## src/design/wlevd_pkg.sv

```systemverilog
// Shared types, codes and defaults for the windowed light event detector.
package wlevd_pkg;

	localparam int DEF_WINDOW_DEPTH = 16;
	localparam int DEF_EVENT_SLOTS  = 8;

	localparam int CMD_W    = 2;
	localparam int SMP_W    = 32;
	localparam int CNT_W    = 16;
	localparam int SLOT_W   = 3;
	localparam int MASK_W   = 8;
	localparam int STATUS_W = 2;
	localparam int MARGIN_W = 16;

	localparam logic [CMD_W-1:0] CMD_SAMPLE  = 2'd0;
	localparam logic [CMD_W-1:0] CMD_CREATE  = 2'd1;
	localparam logic [CMD_W-1:0] CMD_DESTROY = 2'd2;

	localparam logic [STATUS_W-1:0] ST_OK      = 2'd0;
	localparam logic [STATUS_W-1:0] ST_FULL    = 2'd1;
	localparam logic [STATUS_W-1:0] ST_UNKNOWN = 2'd2;

	localparam logic [MARGIN_W-1:0] NOISE_MARGIN_RST = 16'd20;

	typedef struct packed {
		logic [CMD_W-1:0]         command;
		logic signed [SMP_W-1:0]  intensity;
		logic signed [SMP_W-1:0]  required_intensity;
		logic [CNT_W-1:0]         min_count;
		logic [SLOT_W-1:0]        event_slot;
	} request_t;

	typedef struct packed {
		logic [MASK_W-1:0]   fired_mask;
		logic [STATUS_W-1:0] status;
		logic [SLOT_W-1:0]   new_slot;
	} result_t;

	// controller -> datapath
	typedef struct packed {
		logic accept;
		logic rd_en;
		logic finish;
	} ctl_cmd_t;

	// datapath -> controller
	typedef struct packed {
		logic is_sample;
		logic rd_last;
	} dp_status_t;

endpackage

```

## src/design/wlevd_ctrl.sv

```systemverilog
// Controller state machine: accept, ring scan, drain and finish sequencing.
module wlevd_ctrl (
	input  logic                  clk,
	input  logic                  arst_n,
	input  logic                  start,
	input  wlevd_pkg::dp_status_t sts,
	output wlevd_pkg::ctl_cmd_t   cmd,
	output logic                  busy
);
	import wlevd_pkg::*;

	localparam logic [1:0] S_IDLE  = 2'd0;
	localparam logic [1:0] S_SCAN  = 2'd1;
	localparam logic [1:0] S_DRAIN = 2'd2;
	localparam logic [1:0] S_FIN   = 2'd3;

	logic [1:0] state_q;
	logic [1:0] state_d;

	always_comb begin
		state_d    = state_q;
		cmd.accept = 1'b0;
		cmd.rd_en  = 1'b0;
		cmd.finish = 1'b0;
		unique case (state_q)
			S_IDLE: begin
				if (start) begin
					cmd.accept = 1'b1;
					if (sts.is_sample) state_d = S_SCAN;
				end
			end
			S_SCAN: begin
				cmd.rd_en = 1'b1;
				if (sts.rd_last) state_d = S_DRAIN;
			end
			S_DRAIN: begin
				state_d = S_FIN;
			end
			S_FIN: begin
				cmd.finish = 1'b1;
				state_d    = S_IDLE;
			end
			default: begin
				state_d = S_IDLE;
			end
		endcase
	end

	always_ff @(posedge clk or negedge arst_n) begin
		if (!arst_n) begin
			state_q <= S_IDLE;
		end else begin
			state_q <= state_d;
		end
	end

	assign busy = (state_q != S_IDLE);

endmodule

```

## src/design/wlevd_datapath.sv

```systemverilog
// Datapath: sample ring memory, slot table, per-slot hit counters, result register.
module wlevd_datapath #(
	parameter int WINDOW_DEPTH = wlevd_pkg::DEF_WINDOW_DEPTH,
	parameter int EVENT_SLOTS  = wlevd_pkg::DEF_EVENT_SLOTS
) (
	input  logic                             clk,
	input  logic                             arst_n,
	input  wlevd_pkg::ctl_cmd_t              cmd,
	output wlevd_pkg::dp_status_t            sts,
	input  wlevd_pkg::request_t              request,
	input  logic                             cfg_wr,
	input  logic [wlevd_pkg::MARGIN_W-1:0]   cfg_data,
	output wlevd_pkg::result_t               result,
	output logic                             done
);
	import wlevd_pkg::*;

	localparam int AW     = $clog2(WINDOW_DEPTH);
	localparam int FW     = $clog2(WINDOW_DEPTH + 1);
	localparam int MASK_N = (EVENT_SLOTS < MASK_W) ? EVENT_SLOTS : MASK_W;

	logic [MARGIN_W-1:0]      margin_q;
	logic signed [SMP_W-1:0]  ring [WINDOW_DEPTH];
	logic signed [SMP_W-1:0]  rd_data_s1;
	logic                     rd_vld_s1;
	logic [AW-1:0]            wpos_q;
	logic [AW-1:0]            addr_q;
	logic [FW-1:0]            fill_q;

	logic [EVENT_SLOTS-1:0]   valid_q;
	logic signed [SMP_W-1:0]  thr_q   [EVENT_SLOTS];
	logic [FW-1:0]            minh_q  [EVENT_SLOTS];
	logic [FW-1:0]            hits_q  [EVENT_SLOTS];

	result_t                  res_q;
	logic                     done_q;

	logic                     is_create;
	logic                     is_destroy;
	logic                     smp_wr;
	logic [EVENT_SLOTS-1:0]   free_oh;
	logic                     free_found;
	logic [SLOT_W-1:0]        free_slot;
	logic [EVENT_SLOTS-1:0]   kill_oh;
	logic                     kill_ok;
	logic [FW-1:0]            min_clamped;
	logic [EVENT_SLOTS-1:0]   hit;
	logic [MASK_W-1:0]        mask;
	logic [STATUS_W-1:0]      acc_status;
	logic [SLOT_W-1:0]        acc_slot;

	assign sts.is_sample = (request.command == CMD_SAMPLE);
	assign sts.rd_last   = ((FW'(addr_q) + FW'(1)) == fill_q);

	assign is_create  = cmd.accept && (request.command == CMD_CREATE);
	assign is_destroy = cmd.accept && (request.command == CMD_DESTROY);
	assign smp_wr     = cmd.accept && sts.is_sample;

	// lowest free slot
	assign free_oh    = ~valid_q & (valid_q + EVENT_SLOTS'(1));
	assign free_found = |free_oh;

	always_comb begin
		free_slot = '0;
		kill_oh   = '0;
		for (int s = 0; s < EVENT_SLOTS; s++) begin
			if (free_oh[s]) free_slot = SLOT_W'(s);
			kill_oh[s] = valid_q[s] && (32'(request.event_slot) == s);
		end
	end
	assign kill_ok = |kill_oh;

	assign min_clamped = (32'(request.min_count) > WINDOW_DEPTH) ?
		FW'(WINDOW_DEPTH) : FW'(request.min_count);

	// window entry against each slot's limit, 33-bit signed
	always_comb begin
		logic signed [SMP_W:0] smp;
		logic signed [SMP_W:0] lim;
		smp = {rd_data_s1[SMP_W-1], rd_data_s1};
		for (int s = 0; s < EVENT_SLOTS; s++) begin
			lim    = $signed({thr_q[s][SMP_W-1], thr_q[s]}) -
				$signed({1'b0, {(SMP_W-MARGIN_W){1'b0}}, margin_q});
			hit[s] = (smp > lim);
		end
	end

	always_comb begin
		mask = '0;
		for (int s = 0; s < MASK_N; s++) begin
			mask[s] = valid_q[s] && (hits_q[s] >= minh_q[s]);
		end
	end

	always_comb begin
		acc_status = ST_OK;
		acc_slot   = '0;
		unique case (request.command)
			CMD_CREATE: begin
				if (free_found) acc_slot = free_slot;
				else acc_status = ST_FULL;
			end
			CMD_DESTROY: begin
				if (!kill_ok) acc_status = ST_UNKNOWN;
			end
			default: begin
				acc_status = ST_OK;
			end
		endcase
	end

	// ring memory
	always_ff @(posedge clk) begin
		if (smp_wr) ring[wpos_q] <= request.intensity;
		rd_data_s1 <= ring[addr_q];
	end

	always_ff @(posedge clk or negedge arst_n) begin
		if (!arst_n) begin
			margin_q  <= NOISE_MARGIN_RST;
			wpos_q    <= '0;
			fill_q    <= '0;
			addr_q    <= '0;
			rd_vld_s1 <= 1'b0;
			valid_q   <= '0;
			done_q    <= 1'b0;
		end else begin
			if (cfg_wr) margin_q <= cfg_data;
			rd_vld_s1 <= cmd.rd_en;
			if (smp_wr) begin
				wpos_q <= (wpos_q == AW'(WINDOW_DEPTH - 1)) ? '0 : wpos_q + AW'(1);
				if (fill_q != FW'(WINDOW_DEPTH)) fill_q <= fill_q + FW'(1);
				addr_q <= '0;
			end else if (cmd.rd_en) begin
				addr_q <= addr_q + AW'(1);
			end
			if (is_create && free_found) valid_q <= valid_q | free_oh;
			if (is_destroy) valid_q <= valid_q & ~kill_oh;
			done_q <= (cmd.accept && !sts.is_sample) || cmd.finish;
		end
	end

	always_ff @(posedge clk) begin
		for (int s = 0; s < EVENT_SLOTS; s++) begin
			if (is_create && free_oh[s]) begin
				thr_q[s]  <= request.required_intensity;
				minh_q[s] <= min_clamped;
			end
			if (smp_wr) hits_q[s] <= '0;
			else if (rd_vld_s1 && hit[s]) hits_q[s] <= hits_q[s] + FW'(1);
		end
		if (cmd.accept) begin
			res_q.fired_mask <= '0;
			res_q.status     <= acc_status;
			res_q.new_slot   <= acc_slot;
		end else if (cmd.finish) begin
			res_q.fired_mask <= mask;
			res_q.status     <= ST_OK;
			res_q.new_slot   <= '0;
		end
	end

	assign result = res_q;
	assign done   = done_q;

endmodule

```

## src/design/windowed_light_event_detector.sv

```systemverilog
// Top level of the windowed light event detector.
//
//  channel   | signals                    | transfer
//  ----------+----------------------------+------------------------------
//  request   | start, busy, request       | start && !busy
//  result    | done, result               | done high for one cycle
//  config    | cfg_valid, cfg_ready, data | cfg_valid && cfg_ready
//
// Sample request: the ring memory read port scans the filled entries one entry per cycle,
//   then the controller passes through its drain and finish states before done.
// Create, destroy and unused requests: done in the cycle after accept.
// busy is low again in the done cycle, so a new request may enter then.
// Reset clears the slot table valid bits, fill count and write position at once.
// The receiver cannot stall; cfg_ready is always high.
module windowed_light_event_detector #(
	parameter int WINDOW_DEPTH = wlevd_pkg::DEF_WINDOW_DEPTH,
	parameter int EVENT_SLOTS  = wlevd_pkg::DEF_EVENT_SLOTS
) (
	input  logic                           clk,
	input  logic                           arst_n,
	input  logic                           start,
	output logic                           busy,
	input  wlevd_pkg::request_t            request,
	output logic                           done,
	output wlevd_pkg::result_t             result,
	input  logic                           cfg_valid,
	output logic                           cfg_ready,
	input  logic [wlevd_pkg::MARGIN_W-1:0] cfg_data
);
	import wlevd_pkg::*;

	ctl_cmd_t   cmd;
	dp_status_t sts;

	assign cfg_ready = 1'b1;

	wlevd_ctrl u_ctrl (
		.clk    (clk),
		.arst_n (arst_n),
		.start  (start),
		.sts    (sts),
		.cmd    (cmd),
		.busy   (busy)
	);

	wlevd_datapath #(
		.WINDOW_DEPTH (WINDOW_DEPTH),
		.EVENT_SLOTS  (EVENT_SLOTS)
	) u_dp (
		.clk      (clk),
		.arst_n   (arst_n),
		.cmd      (cmd),
		.sts      (sts),
		.request  (request),
		.cfg_wr   (cfg_valid && cfg_ready),
		.cfg_data (cfg_data),
		.result   (result),
		.done     (done)
	);

endmodule

```

## config.mk

```make
export PLATFORM = sky130hd
export DESIGN_NAME = windowed_light_event_detector
export DESIGN_NICKNAME = d
export VERILOG_FILES = /design/src/design/wlevd_pkg.sv /design/src/design/wlevd_ctrl.sv /design/src/design/wlevd_datapath.sv /design/src/design/windowed_light_event_detector.sv
export SDC_FILE = /design/constraint.sdc
export NUM_CORES = 2
export LEC_CHECK = 0
export BUFFER_PORTS_ARGS = -buffer_cell sky130_fd_sc_hd__buf_4
export CELL_PAD_IN_SITES_DETAIL_PLACEMENT = 0
export CELL_PAD_IN_SITES_GLOBAL_PLACEMENT = 2
export CORE_ASPECT_RATIO = 1.2
export CORE_MARGIN = 10
export CORE_UTILIZATION = 45
export CTS_CLUSTER_DIAMETER = 150
export DETAILED_ROUTE_END_ITERATION = 16
export PLACE_DENSITY = 0.9
export SLEW_MARGIN = 0
export SYNTH_ARGS = -nofsm -noshare
export SYNTH_HDL_FRONTEND = slang
export SYNTH_SLANG_ARGS = --single-unit
export TNS_END_PERCENT = 30
```

## constraint.sdc

```tcl
create_clock -name clk -period 6.3 [get_ports clk]
set_input_delay 1.26 -clock clk [delete_from_list [all_inputs] [get_ports clk]]
set_output_delay 1.26 -clock clk [all_outputs]
set_load 0.1 [all_outputs]
```

### After elaboration in Yosys (flattened, before gate mapping)

Memories as Yosys holds them, arrays and structs flattened. A register that Yosys moved wholly into a read port is not among the register bits.
Cells that the tools add are included.
W data, S select, Z words.

| storage, ports and cells | value |
|---|---|
| bits in registers | 54 |
| memory bits (writable) | 848 |
| input port bits | 105 |
| output and inout port bits | 16 |
| logic and storage cells | 268 |
| memories kept | 4 |

| cells by class | value |
|---|---|
| add/sub/neg operators | 21 |
| magnitude comparators | 17 |
| equality and inequality tests | 18 |
| multiplexer cells | 120 |
| bitwise operators | 13 |
| reductions and logical operators | 64 |

Memories:

| name | depth | width | rd ports | clocked after memory_dff | wr ports | line | source |
|---|---|---|---|---|---|---|---|
| u_dp.ring | 16 | 32 | 1 | 1 | 1 | wlevd_datapath.sv:23 | `logic signed [SMP_W-1:0] ring [WINDOW_DEPTH];` |
| u_dp.thr_q | 8 | 32 | 8 | 0 | 1 | wlevd_datapath.sv:31 | `logic signed [SMP_W-1:0] thr_q [EVENT_SLOTS];` |
| u_dp.hits_q | 8 | 5 | 8 | 0 | 8 | wlevd_datapath.sv:33 | `logic [FW-1:0] hits_q [EVENT_SLOTS];` |
| u_dp.minh_q | 8 | 5 | 8 | 0 | 1 | wlevd_datapath.sv:32 | `logic [FW-1:0] minh_q [EVENT_SLOTS];` |

Operator list:

| operator | count |
|---|---|
| $gt A32 B33 Y1 | 8 |
| $sub A32 B17 Y33 | 8 |
| $mux W32 | 7 |
| $reduce_or A32 Y1 | 7 |
| $mux W5 | 18 |
| $mux W3 | 22 |
| $mux W1 | 62 |
| $add A5 B1 Y5 const B | 9 |
| $ge A5 B5 Y1 | 8 |
| $logic_and A1 B1 Y1 | 37 |
| $reduce_or A5 Y1 | 7 |
| $and A8 B8 Y8 | 2 |
| $gt A16 B5 Y1 const B | 1 |
| $mux W8 | 2 |
| $not A8 Y8 | 2 |
| $reduce_or A8 Y1 | 2 |
| $eq A3 B3 Y1 const B | 4 |
| $mux W4 | 3 |
| $add A4 B1 Y4 const B | 2 |
| $add A8 B1 Y8 const B | 1 |
| $mux W2 | 4 |
| $or A1 B1 Y1 | 8 |
| $or A8 B8 Y8 | 1 |
| $pmux W2 S4 | 1 |
| 18 further kinds | 27 |

### Depth between registers and ports, before layout

| logic depth | value |
|---|---|
| depth in word-level cells | 14 |
| gate-level depth with buffers | 22 |
| depth with buffers taken out | 21 |

### Cells and area by module

Synthesis repeated with hierarchy kept, for this count alone.

| second synthesis, totals | value |
|---|---|
| cells, all modules | 3661 |
| area, all modules | 48248.8 µm² |

Modules (own cells, without submodules):

| module | instances | cells an instance | area an instance (µm²) | seq. area each (µm²) |
|---|---|---|---|---|
| wlevd_datapath | 1 | 3642 | 48051.1 | 27393.8 |
| wlevd_ctrl | 1 | 17 | 186.4 | 50.0 |
| windowed_light_event_detector | 1 | 2 | 11.3 | 0.0 |

### Least setup slack after synthesis

Ideal clock, no wire load.

| timing | value |
|---|---|
| path kind | flip-flop to flip-flop |
| from | register u_dp.margin_q[1] |
| to | memory u_dp.hits_q[0][15] (netlist name), enable pin |
| setup time | 374 ps |
| data arrival time | 4616 ps |
| data required time | 5926 ps |
| path slack | 1310 ps |
| stages on the path, launching flop included | 21 |
| path buffers | 1 |
| clock period less this slack | 4990 ps |
| cell sequence | dfrtp_1 inv_1 fa_1 a211o_1 a2111oi_2 o31a_1 o31ai_1 o211a_1 o21a_1 buf_2 nor4b_2 xnor2_1 ha_1 nand4_1 nor4_1 nand4b_1 o311ai_0 a31oi_1 o21ai_0 a21oi_1 o21ai_0 |

RTL lines:

| item | line | source |
|---|---|---|
| start: declaration | wlevd_datapath.sv:22 | `logic [MARGIN_W-1:0] margin_q;` |
| start signal: assignment | wlevd_datapath.sv:128 | `if (cfg_wr) margin_q <= cfg_data;` |
| end: declaration | wlevd_datapath.sv:33 |  |

==> metrics.md <==
| Metric | Value |
|---|---|
| Reg2Reg Launch Point | u_dp.margin_q[0] |
| Final Cycle Share | between 90 and 100% |
| Type of element capturing the critical path | flip-flop |
| Cell at the root of the clock tree | sky130_fd_sc_hd__clkbuf_16 |
| Total iterations of the first detailed-routing run | 5 |
| Final-stage net count | roughly 4500 |
| Final hold violations | 0 |
| Global-route usage over all layers | roughly a fifth |
| Total length of routed wires | between 100 and 150 mm |
| Cells on Worst Hold Path | 2 |
| Clock tree sinks | roughly 930 |
| Hold/Removal Path Class | flip-flop to flip-flop |
| Total power | 20.1 mW |
| Series of cell instances along the critical path | ha_1, inv_1, fa_1, a21oi_1, o21bai_1, a2111oi_1, o31a_1, o2bb2ai_1, o21ai_2, nor3_1, xnor2_1, ha_1, nand3_1, nor4_1, a221o_1, a21oi_1, o21ai_0 |
| Critical Path Source | u_dp.margin_q[0] |
| Crit path capture | u_dp.hits_q[0][0] |
| Worst setup SP type | flip-flop |
| Global-route wire length before repair | a little under 200 mm |
| DRC violations left | 0 |
| Clock Path Buffers | 3 |
| Number of rows in the core area | 132 |
| Library cells used by synthesis | 87 |
| Fmax achieved | roughly 170 MHz |
| Number of I/O port buffers | around 120 |
| CTS clk-pin slew, worst paths | 0.06 ns |
| Critical path arrival | between 6 and 7 ns |
| Static leakage | a little over 20 nW |
| Number of global-route vias before repair | roughly 31000 |
| Final weighted congestion in routability-driven placement | 0.888 |
| Slowest Stage Delay on Critical Path | just over 0.7 ns |
| Largest fanout of any net on the critical path | 9 |
| Count of vias placed by the detailed router | 31300 |
| Die outline width | 321 um |
| Deepest level of the CTS H-tree | 3 |
| Cells on worst reg2reg path | 17 |
| Maximum vdd drop | 0.291 mV |
| Result of the run | finished, final reports clean |
| Critical-path cell with the highest stage delay | sky130_fd_sc_hd__a2111oi_1 |
| Buffers inserted during post-CTS setup optimization | 0 |
| Most frequent cells in the layout | 853 x sky130_fd_sc_hd__edfxtp_1, 454 x sky130_fd_sc_hd__ha_1, 207 x sky130_fd_sc_hd__a21oi_1 |
| Initial core utilization | between 40% and 50% |
| Biggest area contributors in the synthesized netlist | sky130_fd_sc_hd__edfxtp_1 52%, sky130_fd_sc_hd__ha_1 12%, sky130_fd_sc_hd__mux4_2 3.0% |
| Area growth from synthesis to layout | 12.2% |
| Synth Flop Type | sky130_fd_sc_hd__edfxtp_1 |
| Yosys reg bits | between 900 and 1000 |
| Most area-hungry cell type in the Yosys netlist | sky130_fd_sc_hd__edfxtp_1 |
| Max-slew violation total from the final report | 0 |
| Most common cell after layout, fill and taps aside | sky130_fd_sc_hd__edfxtp_1 |
| Global route total overflow | 0 |
| Area of the placeable core | between 100000 and 150000 um2 |
| Endpoint of the worst-slack reg-to-reg timing path | u_dp.hits_q[0][0] |
| First-iteration detailed-routing DRC count | 2060 |
| Tmin final | 5.84 ns |
| Type of the worst setup path | flip-flop to flip-flop |
| FILL cells | roughly 9300 |
| Power per cell area | 366 nW/um2 |
| Number of buffer and inverter instances along the worst setup path | 1 |
| Count of flip-flops with a built-in enable after synthesis | ~850 |
| CTS tree | yes |
| Post-DR wirelength/cell | about 24 um |
| Reg2Reg Setup Slack | roughly 0.46 ns |
| DR vias/cell | about 5.8 |
| TritonCTS Buffers | 97 |
| Syn Inst Count | 3747 |
| Skew final | about 0.038 ns |
| Later-pin clock latency in the skew report | 0.70 ns |
| Crit path max-delay family | compound AO/OA/AOI/OAI gates |
| Levels on crit path | 17 |
| Post-synth net total | roughly 4300 |
| Sequential element share of the synthesized area | about 56% |
| Total die area | ~120000 um2 |
| RSZ-0062 raised after global routing | no |
| # Max-Cap Violations | 0 |
| Final setup vio count | 0 |
| CTS Hold Bufs | 0 |
| TNS Setup | 0 ns |
| Count of nets left with antenna violations after detail routing | 0 |
| Number of antenna violations at the first check in global routing | 6 |
| Slew at the pin closest to its max-slew limit | 1.15 ns |
| Area of the mapped netlist | about 49000 um2 |
| Pin count of the biggest net entering global routing | 69 |
| Sum of net half-perimeters after detailed placement | between 80 and 90 mm |
| Total of warnings raised by yosys | 0 |
| Mean instance size in the synthesized netlist | 13.0 um2 |
| FFs w/ async S/R, synth | ~4.4% |
| Synth top area share | between 50% and 60% |
| Fraction of layout instances using a drive strength above 1 | about an eighth |
| Slew headroom | 23.3% |
| Vertical extent of the die | around 380 um |
| Endpoint required time on the critical path | about 6.6 ns |
| Ports | 121 |
| CTS resizes | 0 |
| Post-route worst hold slack | approximately 0.47 ns |
==> cells in the mapped netlist, types with 35 or more instances <==
cell and n:
sky130_fd_sc_hd__ha_1 454, sky130_fd_sc_hd__a21oi_1 207, sky130_fd_sc_hd__inv_1 151, sky130_fd_sc_hd__clkbuf_1 61, sky130_fd_sc_hd__mux2i_1 109, sky130_fd_sc_hd__nor3_1 86, sky130_fd_sc_hd__dfrtp_1 39, sky130_fd_sc_hd__mux4_2 64
sky130_fd_sc_hd__nor2_1 201, sky130_fd_sc_hd__xnor2_1 135, sky130_fd_sc_hd__dfxtp_1 40, sky130_fd_sc_hd__nand4_1 67, sky130_fd_sc_hd__nor2b_1 45, sky130_fd_sc_hd__nand2_1 189, sky130_fd_sc_hd__nand2b_1 38, sky130_fd_sc_hd__xor2_1 123
sky130_fd_sc_hd__edfxtp_1 853, sky130_fd_sc_hd__o21ai_0 168, sky130_fd_sc_hd__nand3_1 67, sky130_fd_sc_hd__a221oi_1 35, sky130_fd_sc_hd__a21o_1 164
==> per-stage QoR <==
| stage | utilization, % | setup slack [ns] | instances | cell area [um2] |
|---|---|---|---|---|
| floorplan | - | 1.31 | 3747 | 48800 |
| global placement | 47.9 | 0.566 | 5247 | 51700 |
| detailed placement | 47.9 | 0.488 | 5247 | 51700 |
| CTS | 50.8 | 0.501 | 5430 | 54800 |
| global route | 50.8 | 0.0552 | 5430 | 54800 |
| finish | 50.8 | 0.458 | 5431 | 54800 |
==> cell type report <==
type	count	area, um2	share of cell area [%]
inverter	151	567	1.03
clock buffer	115	2510	4.59
sequential	934	27500	50.1
multi-input combinational	2579	20600	37.6
timing repair buffer	176	1320	2.41
tap	1407	1760	3.21
antenna	1	2.50	0.00457
clock inverter	68	586	1.07
==> cells by family (layout without fill, tap and decap cells) <==
| group | Yosys count | after routing | synth area share [%] |
|---|---|---|---|
| fa+ha+maj | 462 | 462 | 12.0 |
| compound gates | 796 | 796 | 10.6 |
| xor+xnor | 258 | 258 | 4.63 |
| buf+inv | 234 | 510 | 1.84 |
| mux | 196 | 196 | 5.71 |
| simple gates | 866 | 866 | 9.10 |
| other cells | 1 | 2 | 0.00768 |
| flops | 934 | 934 | 56.2 |
==> flip-flops by register name, indices dropped and copies added (netlist names), 4 cells and up <==
| signal | cells |
|---|---|
| u_dp.hits_q | 40 |
| u_dp.result | 13 |
| u_dp.minh_q | 40 |
| u_dp.margin_q | 16 |
| u_dp.valid_q | 8 |
| u_dp.addr_q | 4 |
| u_dp.wpos_q | 4 |
| u_dp.fill_q | 5 |
| u_dp.thr_q | 256 |
| u_dp.ring | 512 |
| u_dp.rd_data_s1 | 32 |
==> worst min-delay path by stage <==
stage                                  to             from  slack, ns
after floorplan            u_dp.fill_q[4]   u_dp.fill_q[4]       0.46
after global placement    u_dp.result[11]  u_dp.result[11]       0.46
after detailed placement   u_dp.result[5]   u_dp.result[5]       0.46
after CTS                  u_dp.result[5]   u_dp.result[5]       0.48
after global routing       u_dp.result[8]   u_dp.result[8]       0.50
final                      u_dp.result[5]   u_dp.result[5]       0.47
==> report_power, final <==
part / leakage [nW] / total, mW / internal [mW] / switching (mW)
logic: 10.7 / 6.38 / 2.66 / 3.72
clock network: 1.50 / 5.58 / 3.09 / 2.49
registers: 8.54 / 8.12 / 7.21 / 0.913
==> metal layers <==
metal / global-route usage (%) / up-vias / part of all wire (%)
li1: - / 14800 / -
met1: 24.9 / 15600 / 41
met2: 37.8 / 736 / 51
met3: 2.64 / 219 / 4.4
met4: 7.58 / 4 / 3.7
met5: 0 / - / 0.021
==> worst reg2reg max path: cells and delay by family, from the launching register on <==
family                     cells  cell delay [ns]
xor gates and xnor gates       1             0.11
AOI/OAI and AO/OA              9             2.82
and+or+nand+nor                3             0.93
buffers and inverters          1             0.05
DFF                            1             0.59
adders and majority gates      3             0.93
Note: power is estimated with default switching activity, not from simulation.
